[src/rtl/pwrs_pkg.sv]
// ----------------------------------------------------------------------------
// pwrs_pkg
// Shared types and constants for the priority weighted random select block.
// ----------------------------------------------------------------------------
`default_nettype none

package pwrs_pkg;

	// Fixed widths of the configuration registers and the request fields.
	localparam int PRESENT_W   = 8;
	localparam int PRIORITY_W  = 32;
	localparam int WEIGHT_W    = 64;
	localparam int ELIGIBLE_W  = 8;
	localparam int INDEX_W     = 3;

	// Register port geometry: one 64-bit register every eight bytes.
	localparam int APB_DATA_W  = 64;
	localparam int APB_ADDR_W  = 5;
	localparam int REG_LSB     = 3;
	localparam int REG_IDX_W   = APB_ADDR_W - REG_LSB;

	typedef logic [INDEX_W-1:0]   index_t;
	typedef logic [REG_IDX_W-1:0] reg_index_t;

	localparam reg_index_t REG_PRESENT  = reg_index_t'(0);
	localparam reg_index_t REG_PRIORITY = reg_index_t'(1);
	localparam reg_index_t REG_WEIGHT   = reg_index_t'(2);

	typedef struct packed {
		logic [PRESENT_W-1:0]  present_mask;
		logic [PRIORITY_W-1:0] priority_table;
		logic [WEIGHT_W-1:0]   weight_table;
	} cfg_t;

endpackage

`default_nettype wire

[src/rtl/pwrs_if.sv]
// ----------------------------------------------------------------------------
// pwrs_req_if / pwrs_rsp_if
// Valid/ready channels for select requests and their results.
// ----------------------------------------------------------------------------
`default_nettype none

interface pwrs_req_if #(
	parameter int RANDOM_BITS = 16
);
	logic                              valid;
	logic                              ready;
	logic [pwrs_pkg::ELIGIBLE_W-1:0]   eligible_mask;
	logic [RANDOM_BITS-1:0]            random_fraction;

	modport source (output valid, eligible_mask, random_fraction, input ready);
	modport sink (input valid, eligible_mask, random_fraction, output ready);
endinterface

interface pwrs_rsp_if;
	logic              valid;
	logic              ready;
	logic              found;
	pwrs_pkg::index_t  selected_index;

	modport source (output valid, found, selected_index, input ready);
	modport sink (input valid, found, selected_index, output ready);
endinterface

`default_nettype wire

[src/rtl/pwrs_regs.sv]
// ----------------------------------------------------------------------------
// pwrs_regs
// APB register file holding the entry table: present bits, priorities, weights.
// ----------------------------------------------------------------------------
`default_nettype none

module pwrs_regs (
	input  wire logic                              clk,
	input  wire logic                              arst_n,
	input  wire logic                              psel,
	input  wire logic                              penable,
	input  wire logic                              pwrite,
	input  wire logic [pwrs_pkg::APB_ADDR_W-1:0]   paddr,
	input  wire logic [pwrs_pkg::APB_DATA_W-1:0]   pwdata,
	output logic      [pwrs_pkg::APB_DATA_W-1:0]   prdata,
	output logic                                   pready,
	output pwrs_pkg::cfg_t                         cfg
);

	pwrs_pkg::reg_index_t reg_idx;
	logic                 wr_en;

	assign reg_idx = paddr[pwrs_pkg::APB_ADDR_W-1:pwrs_pkg::REG_LSB];
	assign wr_en   = psel & penable & pwrite;
	assign pready  = 1'b1;

	always_ff @(posedge clk or negedge arst_n) begin
		if (!arst_n) begin
			cfg <= '0;
		end else if (wr_en) begin
			case (reg_idx)
				pwrs_pkg::REG_PRESENT: begin
					cfg.present_mask <= pwdata[pwrs_pkg::PRESENT_W-1:0];
				end
				pwrs_pkg::REG_PRIORITY: begin
					cfg.priority_table <= pwdata[pwrs_pkg::PRIORITY_W-1:0];
				end
				pwrs_pkg::REG_WEIGHT: begin
					cfg.weight_table <= pwdata[pwrs_pkg::WEIGHT_W-1:0];
				end
				default: begin
				end
			endcase
		end
	end

	always_comb begin
		case (reg_idx)
			pwrs_pkg::REG_PRESENT:  prdata = pwrs_pkg::APB_DATA_W'(cfg.present_mask);
			pwrs_pkg::REG_PRIORITY: prdata = pwrs_pkg::APB_DATA_W'(cfg.priority_table);
			pwrs_pkg::REG_WEIGHT:   prdata = pwrs_pkg::APB_DATA_W'(cfg.weight_table);
			default:                prdata = '0;
		endcase
	end

endmodule

`default_nettype wire

[src/rtl/priority_weighted_random_select.sv]
// ----------------------------------------------------------------------------
// priority_weighted_random_select
// Priority-class weighted lottery over a configured table of entries.
// ----------------------------------------------------------------------------
// Pipeline: an accepted request passes through four register stages; the
// first loads at the accepting edge and the last one is the output register.
// Throughput: one request per cycle; the pipeline stalls only when the output
// register is full and the consumer holds ready low, and bubbles still fill.
// Reset clears the stage valid bits and all configuration registers to zero.
// ----------------------------------------------------------------------------
`default_nettype none

module priority_weighted_random_select #(
	parameter int ENTRIES       = 8,
	parameter int PRIORITY_BITS = 4,
	parameter int WEIGHT_BITS   = 8,
	parameter int RANDOM_BITS   = 16
) (
	input  wire logic                              clk,
	input  wire logic                              arst_n,
	pwrs_req_if.sink                               req,
	pwrs_rsp_if.source                             rsp,
	input  wire logic                              psel,
	input  wire logic                              penable,
	input  wire logic                              pwrite,
	input  wire logic [pwrs_pkg::APB_ADDR_W-1:0]   paddr,
	input  wire logic [pwrs_pkg::APB_DATA_W-1:0]   pwdata,
	output logic      [pwrs_pkg::APB_DATA_W-1:0]   prdata,
	output logic                                   pready
);

	// The running sums of up to ENTRIES weights fit in SUM_W bits; the
	// threshold product needs RANDOM_BITS more before the shift back down.
	localparam int SUM_W  = WEIGHT_BITS + $clog2(ENTRIES);
	localparam int PROD_W = SUM_W + RANDOM_BITS;
	localparam int EXT_W  = 64;

	// ------------------------------------------------------------------
	// Configuration registers. The user must change them only while the
	// pipeline is empty (not enforced). Every stage reads them directly, uncopied.
	// ------------------------------------------------------------------
	pwrs_pkg::cfg_t cfg;

	pwrs_regs u_regs (
		.clk     (clk),
		.arst_n  (arst_n),
		.psel    (psel),
		.penable (penable),
		.pwrite  (pwrite),
		.paddr   (paddr),
		.pwdata  (pwdata),
		.prdata  (prdata),
		.pready  (pready),
		.cfg     (cfg)
	);

	// Per-entry priority and weight. Fields that lie past the end of their
	// register read as zero, which the right shift of the widened word gives.
	logic [EXT_W-1:0]         prio_ext;
	logic [EXT_W-1:0]         weight_ext;
	logic [PRIORITY_BITS-1:0] prio_e   [ENTRIES];
	logic [WEIGHT_BITS-1:0]   weight_e [ENTRIES];

	assign prio_ext   = EXT_W'(cfg.priority_table);
	assign weight_ext = EXT_W'(cfg.weight_table);

	for (genvar gi = 0; gi < ENTRIES; gi++) begin : g_field
		assign prio_e[gi]   = PRIORITY_BITS'(prio_ext >> (gi * PRIORITY_BITS));
		assign weight_e[gi] = WEIGHT_BITS'(weight_ext >> (gi * WEIGHT_BITS));
	end

	// ------------------------------------------------------------------
	// Flow control. Each stage loads when it is empty or when the stage
	// after it loads, so a full output register stalls the whole chain and
	// nothing is dropped or repeated.
	// ------------------------------------------------------------------
	logic v_s1, v_s2, v_s3, v_s4;
	logic en_s1, en_s2, en_s3, en_s4;

	assign en_s4     = !v_s4 || rsp.ready;
	assign en_s3     = !v_s3 || en_s4;
	assign en_s2     = !v_s2 || en_s3;
	assign en_s1     = !v_s1 || en_s2;
	assign req.ready = en_s1;

	always_ff @(posedge clk or negedge arst_n) begin
		if (!arst_n) begin
			v_s1 <= 1'b0;
			v_s2 <= 1'b0;
			v_s3 <= 1'b0;
			v_s4 <= 1'b0;
		end else begin
			if (en_s1) v_s1 <= req.valid;
			if (en_s2) v_s2 <= v_s1;
			if (en_s3) v_s3 <= v_s2;
			if (en_s4) v_s4 <= v_s3;
		end
	end

	// ------------------------------------------------------------------
	// Stage 1: the live set is eligible and present; find the top priority
	// among the live entries. With no live entry the maximum stays zero and
	// the contender set below comes out empty.
	// ------------------------------------------------------------------
	logic [ENTRIES-1:0]       live_c;
	logic [PRIORITY_BITS-1:0] best_c;

	assign live_c = ENTRIES'(req.eligible_mask) & ENTRIES'(cfg.present_mask);

	always_comb begin
		best_c = '0;
		for (int i = 0; i < ENTRIES; i++) begin
			if (live_c[i] && (prio_e[i] > best_c)) begin
				best_c = prio_e[i];
			end
		end
	end

	logic [ENTRIES-1:0]       live_s1;
	logic [PRIORITY_BITS-1:0] best_s1;
	logic [RANDOM_BITS-1:0]   r_s1;

	always_ff @(posedge clk) begin
		if (en_s1) begin
			live_s1 <= live_c;
			best_s1 <= best_c;
			r_s1    <= RANDOM_BITS'(req.random_fraction);
		end
	end

	// ------------------------------------------------------------------
	// Stage 2: contenders are live entries at the top priority. Their
	// running weight sums are formed here; the last one is the total.
	// ------------------------------------------------------------------
	logic [ENTRIES-1:0] contend_c;
	logic [SUM_W-1:0]   prefix_c [ENTRIES];

	always_comb begin
		logic [SUM_W-1:0] acc;
		acc = '0;
		for (int i = 0; i < ENTRIES; i++) begin
			contend_c[i] = live_s1[i] && (prio_e[i] == best_s1);
			if (contend_c[i]) begin
				acc = acc + SUM_W'(weight_e[i]);
			end
			prefix_c[i] = acc;
		end
	end

	logic [ENTRIES-1:0]     contend_s2;
	logic [SUM_W-1:0]       prefix_s2 [ENTRIES];
	logic [RANDOM_BITS-1:0] r_s2;

	always_ff @(posedge clk) begin
		if (en_s2) begin
			contend_s2 <= contend_c;
			prefix_s2  <= prefix_c;
			r_s2       <= r_s1;
		end
	end

	// ------------------------------------------------------------------
	// Stage 3: threshold t = (r * total) >> RANDOM_BITS. Since r is a
	// fraction below one, t never exceeds the total, so whenever a contender
	// exists, some contender reaches it.
	// ------------------------------------------------------------------
	logic [PROD_W-1:0] prod_c;
	logic [SUM_W-1:0]  t_c;

	assign prod_c = PROD_W'(r_s2) * PROD_W'(prefix_s2[ENTRIES-1]);
	assign t_c    = prod_c[PROD_W-1:RANDOM_BITS];

	logic [ENTRIES-1:0] contend_s3;
	logic [SUM_W-1:0]   prefix_s3 [ENTRIES];
	logic [SUM_W-1:0]   t_s3;

	always_ff @(posedge clk) begin
		if (en_s3) begin
			contend_s3 <= contend_s2;
			prefix_s3  <= prefix_s2;
			t_s3       <= t_c;
		end
	end

	// ------------------------------------------------------------------
	// Stage 4: pick the first contender whose running sum reaches t. An
	// empty contender set reports no selection with index zero.
	// ------------------------------------------------------------------
	logic             found_c;
	pwrs_pkg::index_t idx_c;

	always_comb begin
		logic hit;
		hit   = 1'b0;
		idx_c = '0;
		for (int i = 0; i < ENTRIES; i++) begin
			if (!hit && contend_s3[i] && (prefix_s3[i] >= t_s3)) begin
				hit   = 1'b1;
				idx_c = pwrs_pkg::index_t'(i);
			end
		end
		found_c = hit;
	end

	logic             found_s4;
	pwrs_pkg::index_t idx_s4;

	always_ff @(posedge clk) begin
		if (en_s4) begin
			found_s4 <= found_c;
			idx_s4   <= idx_c;
		end
	end

	assign rsp.valid          = v_s4;
	assign rsp.found          = found_s4;
	assign rsp.selected_index = idx_s4;

	// ------------------------------------------------------------------
	// Assertions.
	// ------------------------------------------------------------------
	a_accept_fills_s1: assert property (@(posedge clk) disable iff (!arst_n)
		(req.valid && req.ready) |=> v_s1)
		else $error("accepted request did not enter stage 1");

	a_threshold_bound: assert property (@(posedge clk) disable iff (!arst_n)
		v_s3 |-> (t_s3 <= prefix_s3[ENTRIES-1]))
		else $error("threshold exceeds contender weight total");

	a_pick_exists: assert property (@(posedge clk) disable iff (!arst_n)
		(v_s3 && (contend_s3 != '0)) |-> found_c)
		else $error("contenders present but none selected");

	a_idle_index_zero: assert property (@(posedge clk) disable iff (!arst_n)
		(v_s4 && !found_s4) |-> (idx_s4 == '0))
		else $error("nonzero index reported without a selection");

	a_stall_holds_s4: assert property (@(posedge clk) disable iff (!arst_n)
		(v_s4 && !rsp.ready) |=> (v_s4 && $stable(idx_s4) && $stable(found_s4)))
		else $error("stalled result changed in the output register");

endmodule

`default_nettype wire

[src/flat_wrapper.sv]
// flat-port wrapper written by rule: the top's interface ports become plain ports
module priority_weighted_random_select_flat 
#(
	parameter int ENTRIES       = 8,
	parameter int PRIORITY_BITS = 4,
	parameter int WEIGHT_BITS   = 8,
	parameter int RANDOM_BITS   = 16
)
  (clk, arst_n, psel, penable, pwrite, paddr, pwdata, prdata, pready, req_valid, req_eligible_mask, req_random_fraction, req_ready, rsp_valid, rsp_found, rsp_selected_index, rsp_ready);
  pwrs_req_if #(.RANDOM_BITS(RANDOM_BITS)) req_i ();
  pwrs_rsp_if rsp_i ();
  input  wire logic clk;
  input  wire logic arst_n;
  input  wire logic psel;
  input  wire logic penable;
  input  wire logic pwrite;
  input  wire logic [pwrs_pkg::APB_ADDR_W-1:0] paddr;
  input  wire logic [pwrs_pkg::APB_DATA_W-1:0] pwdata;
  output logic      [pwrs_pkg::APB_DATA_W-1:0] prdata;
  output logic pready;
  input wire logic [$bits(req_i.valid)-1:0] req_valid;
  input wire logic [$bits(req_i.eligible_mask)-1:0] req_eligible_mask;
  input wire logic [$bits(req_i.random_fraction)-1:0] req_random_fraction;
  output wire logic [$bits(req_i.ready)-1:0] req_ready;
  output wire logic [$bits(rsp_i.valid)-1:0] rsp_valid;
  output wire logic [$bits(rsp_i.found)-1:0] rsp_found;
  output wire logic [$bits(rsp_i.selected_index)-1:0] rsp_selected_index;
  input wire logic [$bits(rsp_i.ready)-1:0] rsp_ready;
  assign req_i.valid = req_valid;
  assign req_i.eligible_mask = req_eligible_mask;
  assign req_i.random_fraction = req_random_fraction;
  assign req_ready = req_i.ready;
  assign rsp_valid = rsp_i.valid;
  assign rsp_found = rsp_i.found;
  assign rsp_selected_index = rsp_i.selected_index;
  assign rsp_i.ready = rsp_ready;
  priority_weighted_random_select #(.ENTRIES(ENTRIES), .PRIORITY_BITS(PRIORITY_BITS), .WEIGHT_BITS(WEIGHT_BITS), .RANDOM_BITS(RANDOM_BITS)) u_core (.clk(clk), .arst_n(arst_n), .req(req_i), .rsp(rsp_i), .psel(psel), .penable(penable), .pwrite(pwrite), .paddr(paddr), .pwdata(pwdata), .prdata(prdata), .pready(pready));
endmodule
[config.mk]
export PLATFORM = sky130hd
export DESIGN_NAME = priority_weighted_random_select_flat
export DESIGN_NICKNAME = d
export VERILOG_FILES = /design/src/rtl/pwrs_pkg.sv /design/src/rtl/pwrs_if.sv /design/src/rtl/pwrs_regs.sv /design/src/rtl/priority_weighted_random_select.sv /design/src/flat_wrapper.sv
export SDC_FILE = /design/constraint.sdc
export NUM_CORES = 1
export LEC_CHECK = 0
export ABC_AREA = 1
export BUFFER_PORTS_ARGS = -buffer_cell sky130_fd_sc_hd__buf_2
export CORE_ASPECT_RATIO = 1.5
export CORE_MARGIN = 2
export CORE_UTILIZATION = 45
export CTS_BUF_LIST = sky130_fd_sc_hd__clkbuf_2 sky130_fd_sc_hd__clkbuf_4 sky130_fd_sc_hd__clkbuf_8
export DETAILED_ROUTE_END_ITERATION = 10
export SYNTH_ARGS = -nofsm -noshare
export SYNTH_HDL_FRONTEND = slang
export SYNTH_SLANG_ARGS = --single-unit
[constraint.sdc]
create_clock -name clk -period 16.3 [get_ports clk]
set_input_delay 2.445 -clock clk [delete_from_list [all_inputs] [get_ports clk]]
set_output_delay 2.445 -clock clk [all_outputs]
set_load 0.005 [all_outputs]
==> results.cfg <==
[clocking]
clock_latency_ps = 660
cts_setup_buffers = 0
cts_tree = done
cts_root_buffer = clkbuf_8
htreeDepth = 2
clk_pin_slew_ps = 70
cts.sinks = 347
cts_hold_buf = 0
postCtsResizedCells = 0
cts_max_path_buffers = 3
cts_buffers = 56

[global_route]
grt_pass1_wl_um = 94700
antenna_found_initial = 1
grt_usage_pct = 22.5
grt_max_degree = 90
gr-total-overflow = 0
grt_pass1_vias = 18200

[pwr]
p_total_uw = 4490
p_int_uw = 2620
power_frac_seq_pct = 31.4
combPwrFrac_pct = 48.2
powerDensity_mw_per_mm2 = 171
swShare_pct = 41.6
p_leak_uw = 0.0131
power.switching_uw = 1870
ir_worst_vdd_mv = 0.109
clkPwrFrac_pct = 20.4

[worst_setup_path]
required_ps = 16680
r2r_end = u_core.prefix_s2[10]$_DFFE_PP_
ff2ff_setup_slack_ps = 5640
critPathKind = flop to flop
crit_fanout = 9
crit_top_cell = o21ai_0
crit_arrival_ps = 11040
r2r_start = u_core.best_s1[3]$_DFFE_PP_
critPathTopFamily = compound AO/OA/AOI/OAI gates
crit_buf_inv = 6
worst_r2r_path_depth = 43
cp_slowest_cell = edfxtp_1
cp-end-kind = flop
worst_path_largest_cell_delay_ps = 630
start_kind = flop

[yosys]
syn_nets = 2912
netlist-cell-type-count = 50
ys_seq_area_share_pct = 42.3
synth_cells = 2462
synth.area.top_cells = edfxtp_1 31%, ha_1 12%, dfrtp_1 12%
async_flop_share_pct = 31.1
avgSynthCellArea_um2 = 9.50
synth.largest_area_cell = edfxtp_1
synth_edf_count = 239
yosys_register_bits = 347
synth_area_mm2 = 0.0234
synthFlopType = edfxtp_1
yosysWarnings = 0
synth_top_area_share_pct = 30.7

[sta]
final_hold_viol_count = 0
finalSetupViolations = 0
min_period_over_period_pct = 65.4
setup_slack_ps = 5640
max_slew_margin_pct = 37.6
worstMarginPinSlew_ps = 913
rsz0062_at_grt = false
hold_ws_ps = 404
max_freq_mhz = 93.8
worst_clock_skew_ps = 30.7
slew_viol_final = 0
period_needed_ps = 10660
tns_ps = 0

[routing]
vias_per_cell = 5.21
drc = 0
drt_iter0_markers = 729
ant_nets = 0
drt_first_pass_iters = 5
vias = 17400
wl_per_cell_um = 17.7
totalWireLength_um = 59400

[die]
ioPinCount = 171
die_h_um = 283
coreArea_mm2 = 0.0514
die_area_mm2 = 0.0538
num_rows = 102
start_util_pct = 45.5
die_w_um = 190

[layout]
final_cell_mix = 503 x nand2_1, 429 x inv_1, 239 x edfxtp_1, 219 x ha_1, 196 x o21ai_0
area_delta_synth_final_pct = 12.4
drive_gt1_share_pct = 13.6
finish.utilization_pct = 51.1
layout.nets = 3073
final_common_cell = nand2_1

[place]
place_hpwl_um = 44700
dp_slack_ps = 5690
port_buffers = 166
gp_congestion = 0.893

[status]
run_status = complete, no violations

[hold_path]
hp-start = u_core.prefix_s2[54]$_DFFE_PP_
hold_class = flop to flop
worst_hold_path.num_cells = 0
hold_path_end = u_core.prefix_s3[54]$_DFFE_PP_

[run]
maxCapViolCount = 0
synth_stat cells (all sizes together), types with 2 or more instances:
library cell / instances
edfxtp: 239
o41ai: 3
ha: 219
fa: 131
xor2: 45
o21ai: 197
o21a: 2
xnor2: 17
nand2: 532
buf: 6
a211oi: 7
o22ai: 40
inv: 438
clkbuf: 71
nor3: 9
nor2: 116
o31ai: 6
nand4: 16
a21o: 2
or2: 5
nor4: 2
o221ai: 8
o21bai: 13
mux2: 8
a21oi: 105
nand3: 94
a31oi: 11
dfrtp: 108
stage by stage:
stage | cell area, µm² | std cells
6_report | 26300 | 3348
5_1_grt | 26300 | 3348
4_1_cts | 26300 | 3347
3_5_place_dp | 24900 | 3241
3_3_place_gp | 24900 | 3241
2_1_floorplan | 23400 | 2462
sequential cells by signal, indices dropped and copies added (netlist names), 3 cells and up:
signal / cells
u_core.contend_s2: 8
u_core.prefix_s2: 82
u_core.u_regs.cfg: 104
u_core.rsp.selected_index: 3
u_core.best_s1: 4
u_core.r_s2: 16
u_core.prefix_s3: 82
u_core.r_s1: 16
u_core.contend_s3: 8
u_core.t_s3: 11
u_core.live_s1: 8
how the worst max path moves through the flow:
stage / start / to / slack, ps / depth (start not counted)
6_report: u_core.best_s1[3]$_DFFE_PP_ / u_core.prefix_s2[10]$_DFFE_PP_ / 5640 / 43
5_1_grt: u_core.best_s1[3]$_DFFE_PP_ / u_core.prefix_s2[10]$_DFFE_PP_ / 4790 / 41
4_1_cts: u_core.best_s1[3]$_DFFE_PP_ / u_core.prefix_s2[10]$_DFFE_PP_ / 5610 / 42
3_5_place_dp: u_core.best_s1[3]$_DFFE_PP_ / u_core.prefix_s2[10]$_DFFE_PP_ / 5690 / 42
3_3_place_gp: u_core.best_s1[3]$_DFFE_PP_ / u_core.prefix_s2[10]$_DFFE_PP_ / 6000 / 41
2_1_floorplan: req_eligible_mask[0] / u_core.best_s1[1]$_DFFE_PP_ / 7380 / 61
worst register-to-register path: cells and delay by family (launching register included):
| kind | cells | cell delay, ps |
|---|---|---|
| AOI/OAI and AO/OA | 16 | 4160 |
| xor gates and xnor gates | 6 | 990 |
| adders and majority gates | 8 | 2820 |
| buffers and inverters | 6 | 890 |
| DFF | 1 | 630 |
| and+or+nand+nor | 7 | 890 |
metal layers:
metal,track usage (%),vias up,wire [µm]
met4,9.94,0,2510
li1,-,8402,-
met1,25.3,8474,23000
met2,41.7,411,31600
met3,3.20,145,2220
met5,0,-,0
power groups by stage:
stage	combinational, µW	sequential, µW	clock (µW)
2_1_floorplan	1670	1300	0
3_3_place_gp	2090	1420	0
3_5_place_dp	2180	1430	0
4_1_cts	2200	1410	941
5_1_grt	2520	1430	975
6_report	2160	1410	915
logic make-up after synthesis:
group | after synthesis | share of synthesized area, %
multiplexers | 8 | 0.385
AO/OA/AOI/OAI | 401 | 9.50
adder cells (fa/ha/maj) | 350 | 22.9
flip-flops | 347 | 42.3
AND/OR/NAND/NOR | 777 | 14.3
buffers and inverters | 516 | 8.31
XOR/XNOR | 62 | 2.32
other | 1 | 0.0160
layout make-up:
cell class                 instances  area [µm²]
timing repair buffer             180         938
sequential                       347        9880
antenna                            1        2.50
inverter                         439        1650
clock buffer                      79        1020
fill                            4738       25200
multi-input combinational       1599       11600
clock inverter                    27         360
tap                              676         846
Power figures use the tool's default switching activity.
